## src/hdl/crd_pkg.sv

```systemverilog
// Package of the camera ray direction block: widths, register codes and shared types.
package crd_pkg;

    localparam int COORD_FRAC_BITS_DEF = 12;
    localparam int INT_FRAC            = 20;
    localparam int ZOOM_FRAC           = 12;
    localparam int TRIG_FRAC           = 14;
    localparam int NORM_TOP            = 29;

    localparam int VEC_W      = 40;
    localparam int PROD_W     = 57;
    localparam int TOP_W      = 6;
    localparam int MAG_W      = 30;
    localparam int SQ_W       = 60;
    localparam int SUM_W      = 62;
    localparam int ROOT_W     = 31;
    localparam int SQR_REM_W  = 34;
    localparam int QUO_W      = 15;
    localparam int DIV_W      = 46;
    localparam int DIR_W      = 16;
    localparam int UNIT_VALUE = 16384;

    localparam int CFG_IDX_W  = 3;
    localparam int CFG_DATA_W = 16;
    localparam int FIFO_DEPTH = 4;

    localparam logic [CFG_IDX_W-1:0] CFG_COS_PITCH = 3'd0;
    localparam logic [CFG_IDX_W-1:0] CFG_SIN_PITCH = 3'd1;
    localparam logic [CFG_IDX_W-1:0] CFG_COS_YAW   = 3'd2;
    localparam logic [CFG_IDX_W-1:0] CFG_SIN_YAW   = 3'd3;
    localparam logic [CFG_IDX_W-1:0] CFG_COS_ROLL  = 3'd4;
    localparam logic [CFG_IDX_W-1:0] CFG_SIN_ROLL  = 3'd5;
    localparam logic [CFG_IDX_W-1:0] CFG_ZOOM      = 3'd6;

    typedef struct packed {
        logic signed [15:0] cos_pitch;
        logic signed [15:0] sin_pitch;
        logic signed [15:0] cos_yaw;
        logic signed [15:0] sin_yaw;
        logic signed [15:0] cos_roll;
        logic signed [15:0] sin_roll;
        logic        [14:0] zoom;
    } t_cfg;

    typedef struct packed {
        logic [2:0][MAG_W-1:0] mag;
        logic [2:0]            neg;
        logic                  degen;
    } t_norm;

endpackage

```

## src/hdl/crd_fifo.sv

```systemverilog
// Short queue between the front and back parts.
module crd_fifo #(
    parameter int DEPTH = crd_pkg::FIFO_DEPTH
) (
    input  logic           i_clk,
    input  logic           i_rst_n,
    input  logic           i_valid,
    output logic           o_ready,
    input  crd_pkg::t_norm i_item,
    output logic           o_valid,
    input  logic           i_ready,
    output crd_pkg::t_norm o_item
);

    localparam int AW = (DEPTH > 1) ? $clog2(DEPTH) : 1;

    crd_pkg::t_norm r_mem [DEPTH];
    logic [AW-1:0]  r_wr, r_rd;
    logic [AW:0]    r_cnt, n_cnt;
    logic           push, pop;

    assign o_ready = (r_cnt != (AW+1)'(DEPTH));
    assign o_valid = (r_cnt != '0);
    assign o_item  = r_mem[r_rd];
    assign push    = i_valid && o_ready;
    assign pop     = i_ready && o_valid;

    always_comb begin
        n_cnt = r_cnt;
        if (push && !pop) begin
            n_cnt = r_cnt + 1'b1;
        end else if (pop && !push) begin
            n_cnt = r_cnt - 1'b1;
        end
    end

    always_ff @(posedge i_clk) begin
        if (!i_rst_n) begin
            r_wr  <= '0;
            r_rd  <= '0;
            r_cnt <= '0;
        end else begin
            r_cnt <= n_cnt;
            if (push) begin
                r_wr <= (r_wr == AW'(DEPTH - 1)) ? '0 : r_wr + 1'b1;
            end
            if (pop) begin
                r_rd <= (r_rd == AW'(DEPTH - 1)) ? '0 : r_rd + 1'b1;
            end
        end
    end

    always_ff @(posedge i_clk) begin
        if (push) begin
            r_mem[r_wr] <= i_item;
        end
    end

endmodule

```

## config.mk

```make
export PLATFORM = sky130hd
export DESIGN_NAME = crd_fifo
export DESIGN_NICKNAME = d
export VERILOG_FILES = /design/src/hdl/crd_pkg.sv /design/src/hdl/crd_fifo.sv
export SDC_FILE = /design/constraint.sdc
export NUM_CORES = 1
export LEC_CHECK = 0
export BUFFER_PORTS_ARGS = -buffer_cell sky130_fd_sc_hd__buf_2
export CORE_MARGIN = 3
export CORE_UTILIZATION = 57
export CTS_CLUSTER_SIZE = 25
export DETAILED_ROUTE_END_ITERATION = 7
export GPL_ROUTABILITY_DRIVEN = 0
export PLACE_DENSITY = 0.82
export SYNTH_ARGS = -nofsm -noshare
export SYNTH_HDL_FRONTEND = slang
export SYNTH_SLANG_ARGS = --single-unit
```

## constraint.sdc

```tcl
create_clock -name i_clk -period 2.74 [get_ports i_clk]
set_clock_uncertainty 0.05 [all_clocks]
set_input_delay 0 -clock i_clk [delete_from_list [all_inputs] [get_ports i_clk]]
set_output_delay 0 -clock i_clk [all_outputs]
set_load 0.02 [all_outputs]
```

==> results of run 1 <==
[cell usage in the layout (no fill, tap or decap), drive strengths merged]
master       instances
edfxtp             376
buf                214
dlygate4sd3         99
mux4                94
clkbuf              52
dfxtp                9
clkinv               9
ha                   6
nand2                5
bufinv               5
and3                 4
inv                  4
o21ai                4
or3                  2
nor2                 2
nand3                2
mux2i                2
and2                 2
diode                1
or3b                 1
o31ai                1
xnor2                1
nand4                1
nor2b                1
xor2                 1
a21boi               1
fa                   1
clkinvlp             1
[final cells by class]
cell class	instances	area (um^2)	area share, %
repair buffers	313	2230	12.5
flip-flops and latches	385	11500	64.6
diodes	1	2.50	0.0141
clock inverters	16	204	1.15
multi-input cells	131	2420	13.6
inverters	3	11.3	0.0634
well taps	319	399	2.25
clock buffers	52	1020	5.77
[worst max path at each step]
stage	cells after the start	to	startpoint	slack, ns
2_1_floorplan	3	r_mem[0][0]$_DFFE_PP_	r_cnt[0]$_SDFFE_PN0P_	0.38
3_3_place_gp	7	r_cnt[2]$_SDFFE_PN0P_	r_cnt[0]$_SDFFE_PN0P_	0.40
3_5_place_dp	7	r_cnt[2]$_SDFFE_PN0P_	r_cnt[0]$_SDFFE_PN0P_	0.27
4_1_cts	7	r_cnt[2]$_SDFFE_PN0P_	r_cnt[0]$_SDFFE_PN0P_	0.26
5_1_grt	7	r_cnt[2]$_SDFFE_PN0P_	r_cnt[0]$_SDFFE_PN0P_	0.04
6_report	7	r_cnt[2]$_SDFFE_PN0P_	r_cnt[0]$_SDFFE_PN0P_	0.25
[critical path, cell delays in order (launching register included)]
cell	delay [ns]
dfxtp_1	0.37
o31ai_1	0.49
ha_1	0.30
inv_1	0.07
fa_1	0.39
xor2_1	0.17
or3_2	0.40
a21boi_0	0.16
[power breakdown]
group	internal (mW)	switching, mW	total [mW]
clock	3.09	2.02	5.11
combinational	1.67	2.12	3.79
sequential	7.14	0.302	7.44
[metrics by stage]
step / util (%) / power [mW] / setup WS [ns]
final: 74.6 / 16.3 / 0.251
after global routing: 74.6 / 17.0 / 0.0363
after CTS: 74.6 / 16.5 / 0.262
after detailed placement: 65.2 / 11.2 / 0.274
after global placement: 65.2 / 11.1 / 0.403
after floorplan: - / 9.99 / 0.375
[sequential cells by signal (all words and copies together) (netlist names), named ones only]
signal	cells
r_rd	2
r_mem	376
r_cnt	3
r_wr	2
[repair_timing]
| action | 4_1_cts | 5_1_grt |
|---|---|---|
| hold buffers | 99 | 0 |
| hold endpoints to repair | 385 | 0 |
| endpoints found under the setup margin | 0 | 0 |
[kinds of logic (layout without fill, tap and decap cells)]
family,after synthesis,count (layout),share of synthesized area [%]
AOI/OAI and AO/OA,6,6,0.249
and+or+nand+nor,20,20,0.837
DFF,385,385,81.6
buffers and inverters,26,384,1.26
adders and majority gates,7,7,0.677
xor gates and xnor gates,2,2,0.125
other,0,1,0
muxes,96,96,15.2
[per-layer routing]
layer / vias up / wire [um] / global-route usage (%)
met3: 44 / 2400 / 5.04
met2: 337 / 15000 / 37.9
li1: 2998 / - / -
met4: 0 / 488 / 4.88
met5: - / 0 / 0
met1: 3628 / 10700 / 29.1
==> results list, run 1 <==
* Run status: finished clean
- The net count of the finished layout is 976.
* Number of placement rows: 56
- Compared with the post-synthesis result, the final layout area differs by 26.4%.
- Maximum number of pins on one net before global-route repair: 42
- Non-Filler Cell Area, Final: 17800 um^2
- Tightest Hold Check Type: in -> reg
- Setup CP Type: reg -> reg
- Yosys synthesis warning count: 0
- Worst EP arrival: 2.86 ns
- Summing all placed instances gives a cell area of about 16000 um^2.
- Worst hold stages: 2
- Including well taps, the total number of placed cells is between 1000 and 1500.
* DRT Pass-1 Iters: 5
- For this run, asynchronously set or reset flops after synthesis account for 0%.
- Vias in the first global route: 7483
- Worst flop-to-flop path startpoint: r_cnt[0]$_SDFFE_PN0P_
* Setup-violating endpoint count in the final report: 0
- The total count of hold-check failures in the final report is 0.
- Flop-to-flop setup slack: 0.25 ns
- No sink is reached through more buffers than the 3 on the longest clock path.
* Portion of the clock cycle consumed by the worst path in the final layout: 90.8%
- Measured in cells, the most critical reg-to-reg path has a length of 7.
* Fraction of post-synthesis cell area in the top cell type by area: 80.4%
- In this run, synthesis inferred 376 flip-flops with an integrated enable.
- Maximum fanout along the worst path: 5
- The core region is 23800 um^2.
- Synthesis instantiated 29 different standard cells from the library.
- Proportion of synthesized chip area in sequential cells: 81.6%
* Clock tree from TritonCTS: built
- Endpoint type of the worst setup path: register
- Clk_lat worst skew: 0.50 ns
- Largest cells by area after synthesis: edfxtp_1 (80%), mux4_2 (15%), dfxtp_1 (1.3%), buf_6 (0.64%), ha_1 (0.53%)
- Avg Vias per Cell: 5.74
- The number of setup buffers added after CTS is 0.
- The die is 163 um wide.
- In the final routed layout, each cell accounts on average for 23.4 um.
- The first global-routing pass estimated 43800 um of wire.
* DIE HEIGHT: 163 um
- The count of cells in the finished layout, fillers not included, comes to 1220.
- In this run the clock root is driven by a clkbuf_16.
- Start point of the worst min-delay path: i_item[0]
- Hold path endpoint: r_mem[3][0]$_DFFE_PP_
- HPWL Detailed: ~17000 um
- Cell type with the highest aggregate area in the netlist: edfxtp_1
* Overflow left after global routing: 0
- In the synthesized netlist the dominant register cell turns out to be edfxtp_1.
* Effective utilization at floorplan: 59.0%
- Synthesis handed over a netlist of ~540 instances.
* Count of instances resized after the clock tree is built: 0
* Relative slew slack: 52.8%
- Max Clock Freq: 0.402 GHz
- Most frequently used cell type in the post-synthesis netlist: edfxtp_1
- In this run the critical register-to-register path is captured at r_cnt[2]$_SDFFE_PN0P_.
* MaxCap Viol Count: 0
- The worst setup path is launched from a register.
- P per Cell Area: 920 nW/um^2
- Summed over all failing endpoints, the final setup total negative slack is 0 ns.
* Port Buffer Count: 193
- In this run, the number of DRC markers left after iteration 0 of detailed routing was 704.
- Filler cells: 1306
* Number of register bits inferred by synthesis: roughly 390
- Most used standard cells in the synthesized netlist: edfxtp_1 (376), mux4_2 (94), dfxtp_1 (9)
- The routed design has 28600 um of wire.
- Setup repair after global routing left no endpoint under its margin.
- In this run the cell area of the synthesized design comes to about 14000 um^2.
- For this run, design rule violations remaining after detail routing come to 0.
* Worst Max-Slew Pin Slew: between 0.7 and 0.8 ns
* Worst Hold Margin: 0.190 ns
- The initial antenna violation count is 1.
- Counting every sink on the clock net gives roughly 390.
- Fraction of layout cells with a size suffix above 1: 40.7%
- Num CTS Buffers: 37
- Detail Route Antenna Nets: 0
- In this run the mean area of a mapped cell was 25.9 um^2.
* Lkg Pwr: 6.06 nW
* Global router's overall resource usage: 21.9%
- IR analysis of the VDD net gives a maximum drop of 0.771 mV.
* Area of the die: ~27000 um^2
* Post-CTS clock slew at the launch and capture registers of the worst setup and hold paths: about 0.06 ns
- The clock period could shrink to 2.49 ns.
* Vias after detailed routing: 7007
* Slew Viols, Final: 0
* Synthesized netlist net count: 647
* Required time at the endpoint of the critical path: 3.12 ns
* Top-level I/O count: 194
- The H-tree generated during clock tree synthesis spans 2 levels.
Note: power is estimated with default switching activity, not from simulation.
==> run 2, diff against run 1 <==
--- a/config.mk
+++ b/config.mk
@@ -5,6 +5,7 @@
 export SDC_FILE = /design/constraint.sdc
 export NUM_CORES = 1
 export LEC_CHECK = 0
+export ABC_AREA = 1
 export BUFFER_PORTS_ARGS = -buffer_cell sky130_fd_sc_hd__buf_2
 export CORE_MARGIN = 3
 export CORE_UTILIZATION = 57
==> results list, run 2 <==
- The fraction of synthesis flops using an asynchronous set or reset pin is 0% (unchanged).
- Overflow left after global routing: 0 (unchanged)
- Avg Vias per Cell: 5.74 (about the same)
- The area of the die came to 27200 um^2 (+2.4%).
- Maximum number of pins on one net before global-route repair: 95 (+130%)
* Flip-flop count of the largest register after layout: 376 (unchanged)
- The power density of the placed cells is 971 nW/um^2 (+5.6%).
* First-pass GRT wire length: 49500 um (+13%)
* Number of standard cells after synthesis: 979 (+81%)
* Launching element type of the critical path: register
- The number of slew-limit violations in the final report is 0 (unchanged).
- Lkg Pwr: 6.34 nW (+4.7%)
- Cell type with the highest aggregate area in the netlist: edfxtp_1
- DRT Pass-1 Iters: 5 (unchanged)
- Worst EP arrival: 2.46 ns (-0.40 ns)
* Endpoint type of the worst setup path: output pin
* Run status: finished clean
* Worst Max-Slew Pin Slew: 0.726 ns (+0.0186 ns)
- Final critical path time including I/O delays and setup: 2.51 ns (+0.0163 ns)
* Drt wl/cell: 20.0 um (-15%)
- Count of instances resized after the clock tree is built: 0 (unchanged)
* Final hold violation count: 0 (unchanged)
* Relative slew slack: 51.6% (-1.2 points)
- The number of synthesis warnings came to 0 (unchanged).
* Initial DRC Count: 913 (+30%)
- Root Driver: clkbuf_16
- The post-layout net count is 1372 (+41%).
- Global router's overall resource usage: 23.6% (+1.7 points)
- From synthesis to final layout, the design area changed by 24.1%.
* Portion of the clock cycle consumed by the worst path in the final layout: 91.4% (+0.59 points)
* Worst flop-to-flop path startpoint: r_cnt[1]$_SDFFE_PN0P_
- Top flop regs: r_mem x376, r_cnt x3
- Top-level I/O count: 194 (unchanged)
- The placeable core area was 24500 um^2 (+3.0%).
- The largest buffer count on any clock path came to 3 (unchanged).
* Max Clock Freq: 0.399 GHz (-0.65%)
- The register with the most flip-flops in the final layout is r_mem.
- CTS Sinks: 385 (unchanged)
- The post-synthesis area per instance was 14.7 um^2 (-43%).
- Synthesized netlist net count: 1084 (+68%)
- Non-Filler Cell Area, Final: 17900 um^2 (+0.57%)
- Most common cell after layout, fill and taps aside: edfxtp_1
- Number of register bits inferred by synthesis: 385 (unchanged)
- HPWL Detailed: 16600 um (-1.0%)
- The minimum hold slack came to 0.189 ns (-0.000974 ns).
- MaxCap Viol Count: 0 (unchanged)
- Number of placement rows: 57 (+1.8%)
- The peak supply drop came to 0.736 mV (-4.6%).
- DIE HEIGHT: 165 um (+1.2%)
- The clock-pin slew of the registers on the worst-case setup and hold paths was 0.06 ns (about the same).
- The remaining antenna violation count came to 0 (unchanged).
- Number of distinct standard cells referenced by the synthesized netlist: 21 (-28%)
* Worst hold stages: 2 (unchanged)
- Fraction of layout cells with a size suffix above 1: 20.9% (-20 points)
- Clk_lat worst skew: 0.51 ns (about the same)
* Effective utilization at floorplan: 58.7% (-0.31 points)
- The width of the die is 165 um (+1.2%).
* RSZ-0062 raised after global routing: no
- Count of flip-flops with a built-in enable after synthesis: 376 (unchanged)
* Vias after detailed routing: 9302 (+33%)
- The worst hold path begins at i_item[93].
* Post-synthesis instance area: 14400 um^2 (+2.4%)
* Setup total negative slack: 0 ns (unchanged)
- Fraction of post-synthesis cell area in the top cell type by area: 78.4% (-1.9 points)
* Area after DPL: 15700 um^2 (+1.1%)
- In the synthesized netlist the dominant register cell turns out to be edfxtp_1.
- Clock tree from TritonCTS: built
- Vias in the first global route: 9459 (+26%)
- The count of port buffers added during placement came to 193 (unchanged).
- Required time at the endpoint of the critical path: 2.69 ns (-0.43 ns)
- Total number of H-tree levels: 2 (unchanged)
* Setup CP Type: reg -> out
* Antenna violations before repair: 2 (+1)
* Drt drc: 0 (unchanged)
- Setup-violating endpoint count in the final report: 0 (unchanged)
- The length in cells of the worst reg-to-reg path was 8 (+1).
- The number of filler cells placed in the layout came to 1506 (+15%).
- Num CTS Buffers: 38 (+2.7%)
- Maximum fanout along the worst path: 76 (+71)
- The sequential share of the synthesized area came to 79.7% (-1.9 points).
* Detailed Route WL: 32300 um (+13%)
* Most used standard cells in the synthesized netlist: edfxtp_1 (376), nor2_1 (203), o21ai_0 (153)
- Highest-count cells in the layout ignoring fill and taps: edfxtp_1 (376), nor2_1 (199), buf_2 (193)
* Most frequently used cell type in the post-synthesis netlist: edfxtp_1
- Largest cells by area after synthesis: edfxtp_1 (78%), o21ai_0 (5.3%), nor2_1 (5.3%), o22ai_1 (4.1%), o21ai_1 (1.3%)
- Tightest Hold Check Type: in -> reg
==> run 2: logic make-up (layout without fill, tap and decap cells) <==
| group | after synthesis | after routing | share of synthesized area, % |
|---|---|---|---|
| buffers and inverters | 78 | 393 | 3.00 |
| AO/OA/AOI/OAI | 287 | 287 | 10.8 |
| adder cells (fa/ha/maj) | 7 | 7 | 0.661 |
| AND/OR/NAND/NOR | 222 | 222 | 5.85 |
| flip-flops | 385 | 385 | 79.7 |
| other | 0 | 2 | 0 |
==> run 2: metrics by stage <==
| step | cells | power [mW] | utilization, % | setup WS (ns) |
|---|---|---|---|---|
| global placement | 1452 | 12.2 | 64.0 | 0.786 |
| floorplan | 979 | 10.7 | - | 0.0603 |
| global route | 1620 | 18.1 | 72.8 | 0.110 |
| detailed placement | 1452 | 12.4 | 64.0 | 0.658 |
| finish | 1620 | 17.3 | 72.8 | 0.235 |
| CTS | 1618 | 17.4 | 72.8 | 0.270 |
==> run 2: final timing paths <==
kind	to	slack, ns
setup / recovery	o_item[58]	0.23
hold reg to reg	r_cnt[0]$_SDFFE_PN0P_	0.49
hold / removal	r_mem[2][93]$_DFFE_PP_	0.19
setup reg to reg	register	0.44
==> run 2: per-layer routing <==
layer  up-vias  global-route usage, %  share of wire (%)
met1      4496                   29.6                 38
met4         0                   9.80                3.2
li1       4261                      -                  -
met3        82                   4.51                8.3
met2       463                   40.8                 51
met5         -                      0                  0
==> run 2: cell type report <==
class | count | area [um^2] | share of cell area [%]
well taps | 324 | 405 | 2.27
flip-flops and latches | 385 | 11500 | 64.2
diodes | 2 | 5.00 | 0.0280
clock buffers | 51 | 1060 | 5.95
inverters | 17 | 68.8 | 0.385
clock inverters | 16 | 96.3 | 0.539
repair buffers | 309 | 2220 | 12.4
multi-input cells | 516 | 2530 | 14.1
==> run 2: critical path: stages, from the launching register on <==
cell	delay, ns
dfxtp_4	0.54
buf_4	0.64
o21ai_0	0.25
o22ai_1	0.27
buf_2	0.22
==> run 2: power by group <==
part           internal, mW  switching [mW]  leakage, nW
logic                  1.55            3.56         2.25
clock network          2.81            2.03        0.573
registers              7.17           0.226         3.52
==> run 2: repair_timing <==
| action | CTS | global route |
|---|---|---|
| buffers inserted | 0 | 0 |
| endpoints found under the hold margin | 385 | 0 |
| hold buffers | 99 | 0 |
==> run 3, diff against run 2 <==
--- a/config.mk
+++ b/config.mk
@@ -8,11 +8,12 @@
 export ABC_AREA = 1
 export BUFFER_PORTS_ARGS = -buffer_cell sky130_fd_sc_hd__buf_2
 export CORE_MARGIN = 3
-export CORE_UTILIZATION = 57
+export CORE_UTILIZATION = 59
+export CTS_BUF_LIST = sky130_fd_sc_hd__clkbuf_8
 export CTS_CLUSTER_SIZE = 25
 export DETAILED_ROUTE_END_ITERATION = 7
 export GPL_ROUTABILITY_DRIVEN = 0
-export PLACE_DENSITY = 0.82
+export PLACE_DENSITY = 0.84
 export SYNTH_ARGS = -nofsm -noshare
 export SYNTH_HDL_FRONTEND = slang
 export SYNTH_SLANG_ARGS = --single-unit
==> results list, run 3 (synthesized netlist as in run 2, its figures left out) <==
* Most used routing layer in global routing: met2
- The number of filler cells placed in the layout is 1356 (-10%).
- Met1 layer usage reported by global route: 31.8% (+2.2 points)
- Leaving out fill and tap cells, the most frequent cells in the layout are edfxtp_1 (376), nor2_1 (199), buf_2 (193).
- Total number of H-tree levels: 2 (unchanged)
* Area taken by multi-input logic gates: 2530 um^2 (unchanged)
* Setup-violating endpoint count in the final report: 0 (unchanged)
- The number of placed I/O pins is 194 (unchanged).
* Count of buffers added by post-CTS timing repair for setup: 0 (unchanged)
- The final routed wire length divided by cell count came to 19.2 um (-3.6%).
- Effective utilization at floorplan: 60.6% (+1.9 points)
* Clock tree from TritonCTS: built
* Register area: 11500 um^2 (about the same)
- Detail Route Antenna Nets: 0 (unchanged)
- The number of maximum-capacitance constraint violations was 0 (unchanged).
- HPWL Detailed: 16200 um (-2.1%)
* Vias in the first global route: 9264 (-2.1%)
* Setup total negative slack: 0 ns (unchanged)
* RSZ-0062 raised after global routing: no
- Total core area: 23800 um^2 (-3.2%)
- Antenna violations before repair: 0 (-2)
* Post-CTS clock slew at the launch and capture registers of the worst setup and hold paths: 0.06 ns (about the same)
* Lkg Pwr: 6.36 nW (+0.23%)
- Worst vdd ir: 0.709 mV (-3.6%)
- The maximum clock rate is 0.408 GHz (+2.3%).
* Most common cell after layout, fill and taps aside: edfxtp_1
- Final hold violation count: 0 (unchanged)
- The count of port buffers added during placement is 193 (unchanged).
- Num CTS Buffers: 57 (+50%)
* Run status: finished clean
- First-pass GRT wire length: 49000 um (-1.0%)
- The slew of the pin with the lowest slew margin came to 0.828 ns (+0.102 ns).
* Drt drc: 0 (unchanged)
* Clk buf depth: 3 (unchanged)
* Antenna fix cells: 0 (-2)
- The vias per cell was 5.69 (-0.83%).
- Final critical path time including I/O delays and setup: 2.45 ns (-0.0562 ns)
- Slew Viols, Final: 0 (unchanged)
- The number of resized instances in the post-cts repair step is 0 (unchanged).
- Met3 usage: 5.23% (+0.71 points)
- The row count was 56 (-1.8%).
- Worst slack, placed: 0.744 ns (+0.0862 ns)
- More flip-flops sit in one register than any other, and that register is r_mem.
- Maximum fanout along the worst path: 188 (+150%)
- Peak per-stage delay on the critical path: 0.51 ns (-0.13 ns)
- The overall fraction of global-route tracks in use is 23.7% (+0.059 points).
- Among cell families on the critical path, the largest total delay comes from buffers and inverters.
- Count of buffering cells on the critical path with inverters included: 2 (unchanged)
* Horizontal extent of the die: 162 um (-1.6%)
- The worst setup path is of the reg -> out kind.
- Required time at the endpoint of the critical path: 2.69 ns (about the same)
- Worst setup margin: 0.291 ns (+0.0562 ns)
- Maximum number of pins on one net before global-route repair: 189 (+99%)
- The number of hold buffers added after CTS was 99 (unchanged).
- The slowest stage of the critical path is the buf_12 cell.
- Detailed Route WL: 31600 um (-2.2%)
- The post-layout net count came to 1388 (+1.2%).
- The vertical die dimension came to 162 um (-1.6%).
* Met2 Track Usage GR: 39.6% (-1.2 points)
- Fraction of layout cells with a size suffix above 1: 21.4% (+0.57 points)
- Endpoint type of the worst setup path: output pin
* Area added between synthesis and finish: 22.6%
- Portion of the clock cycle consumed by the worst path in the final layout: 89.4% (-2.0 points)
- The data arrival time at the worst-slack endpoint is 2.40 ns (-0.06 ns).
* Flip-flop count of the largest register after layout: 376 (unchanged)
- Traced cell by cell, the critical path runs through buf_12 -> o21ai_0 -> o22ai_1 -> buf_2.
- The overall via count from detail_route came to 9361 (+0.63%).
- Initial DRC Count: 1186 (+30%)
- The largest registers in the layout are r_mem x376, r_cnt x3.
* Relative slew slack: 44.8% (-6.8 points)
- Launching element type of the critical path: register
- The area of the die is 26300 um^2 (-3.3%).
- CTS Sinks: 385 (unchanged)
- The number of detailed-route iterations in the first pass was 5 (unchanged).
- Worst Hold Margin: 0.142 ns (-0.0464 ns)
- Overflow left after global routing: 0 (unchanged)
- The tree is rooted in a clkbuf_8.
- The clock latency on the worst-skew pair came to 0.56 ns (+0.05 ns).
- Tightest Hold Check Type: in -> reg
- P per Cell Area: 936 nW/um^2 (-3.6%)
-- run 3: path summary, 6_finish.rpt --
path	start	to	slack, ns	cells after the start
hold reg to reg	r_cnt[0]$_SDFFE_PN0P_	r_cnt[0]$_SDFFE_PN0P_	0.46	2
setup / recovery	register	o_item[63]	0.29	4
hold / removal	i_item[81]	r_mem[3][81]$_DFFE_PP_	0.14	2
setup reg to reg	r_wr[0]$_SDFFE_PN0P_	r_wr[1]$_SDFFE_PN0P_	0.44	7
-- run 3: cell type report --
type	instances	area share, %
Inverter	17	0.390
Sequential cell	385	65.0
Clock inverter	43	1.12
Multi-Input combinational cell	516	14.3
Tap cell	319	2.26
Timing Repair Buffer	306	12.4
Clock buffer	58	4.52
-- run 3: routing by layer --
layer  up-vias  part of all wire (%)
li1       4298                     -
met1      4527                    40
met2       474                    50
met3        62                   8.0
met4         0                   2.1
met5         -                     0
-- run 3: per-stage QoR --
stage	instances	power, mW	instance area (um^2)	util [%]
2_1_floorplan	979	10.7	14400	-
3_3_place_gp	1444	12.2	15700	66.0
3_5_place_dp	1444	12.4	15700	66.0
4_1_cts	1644	16.5	17700	74.3
5_1_grt	1644	17.3	17700	74.3
6_report	1644	16.5	17700	74.3
-- run 3: where the power goes --
group          switching, mW  internal [mW]
Sequential             0.175           7.17
Combinational           3.60           1.54
Clock                   1.99           2.05
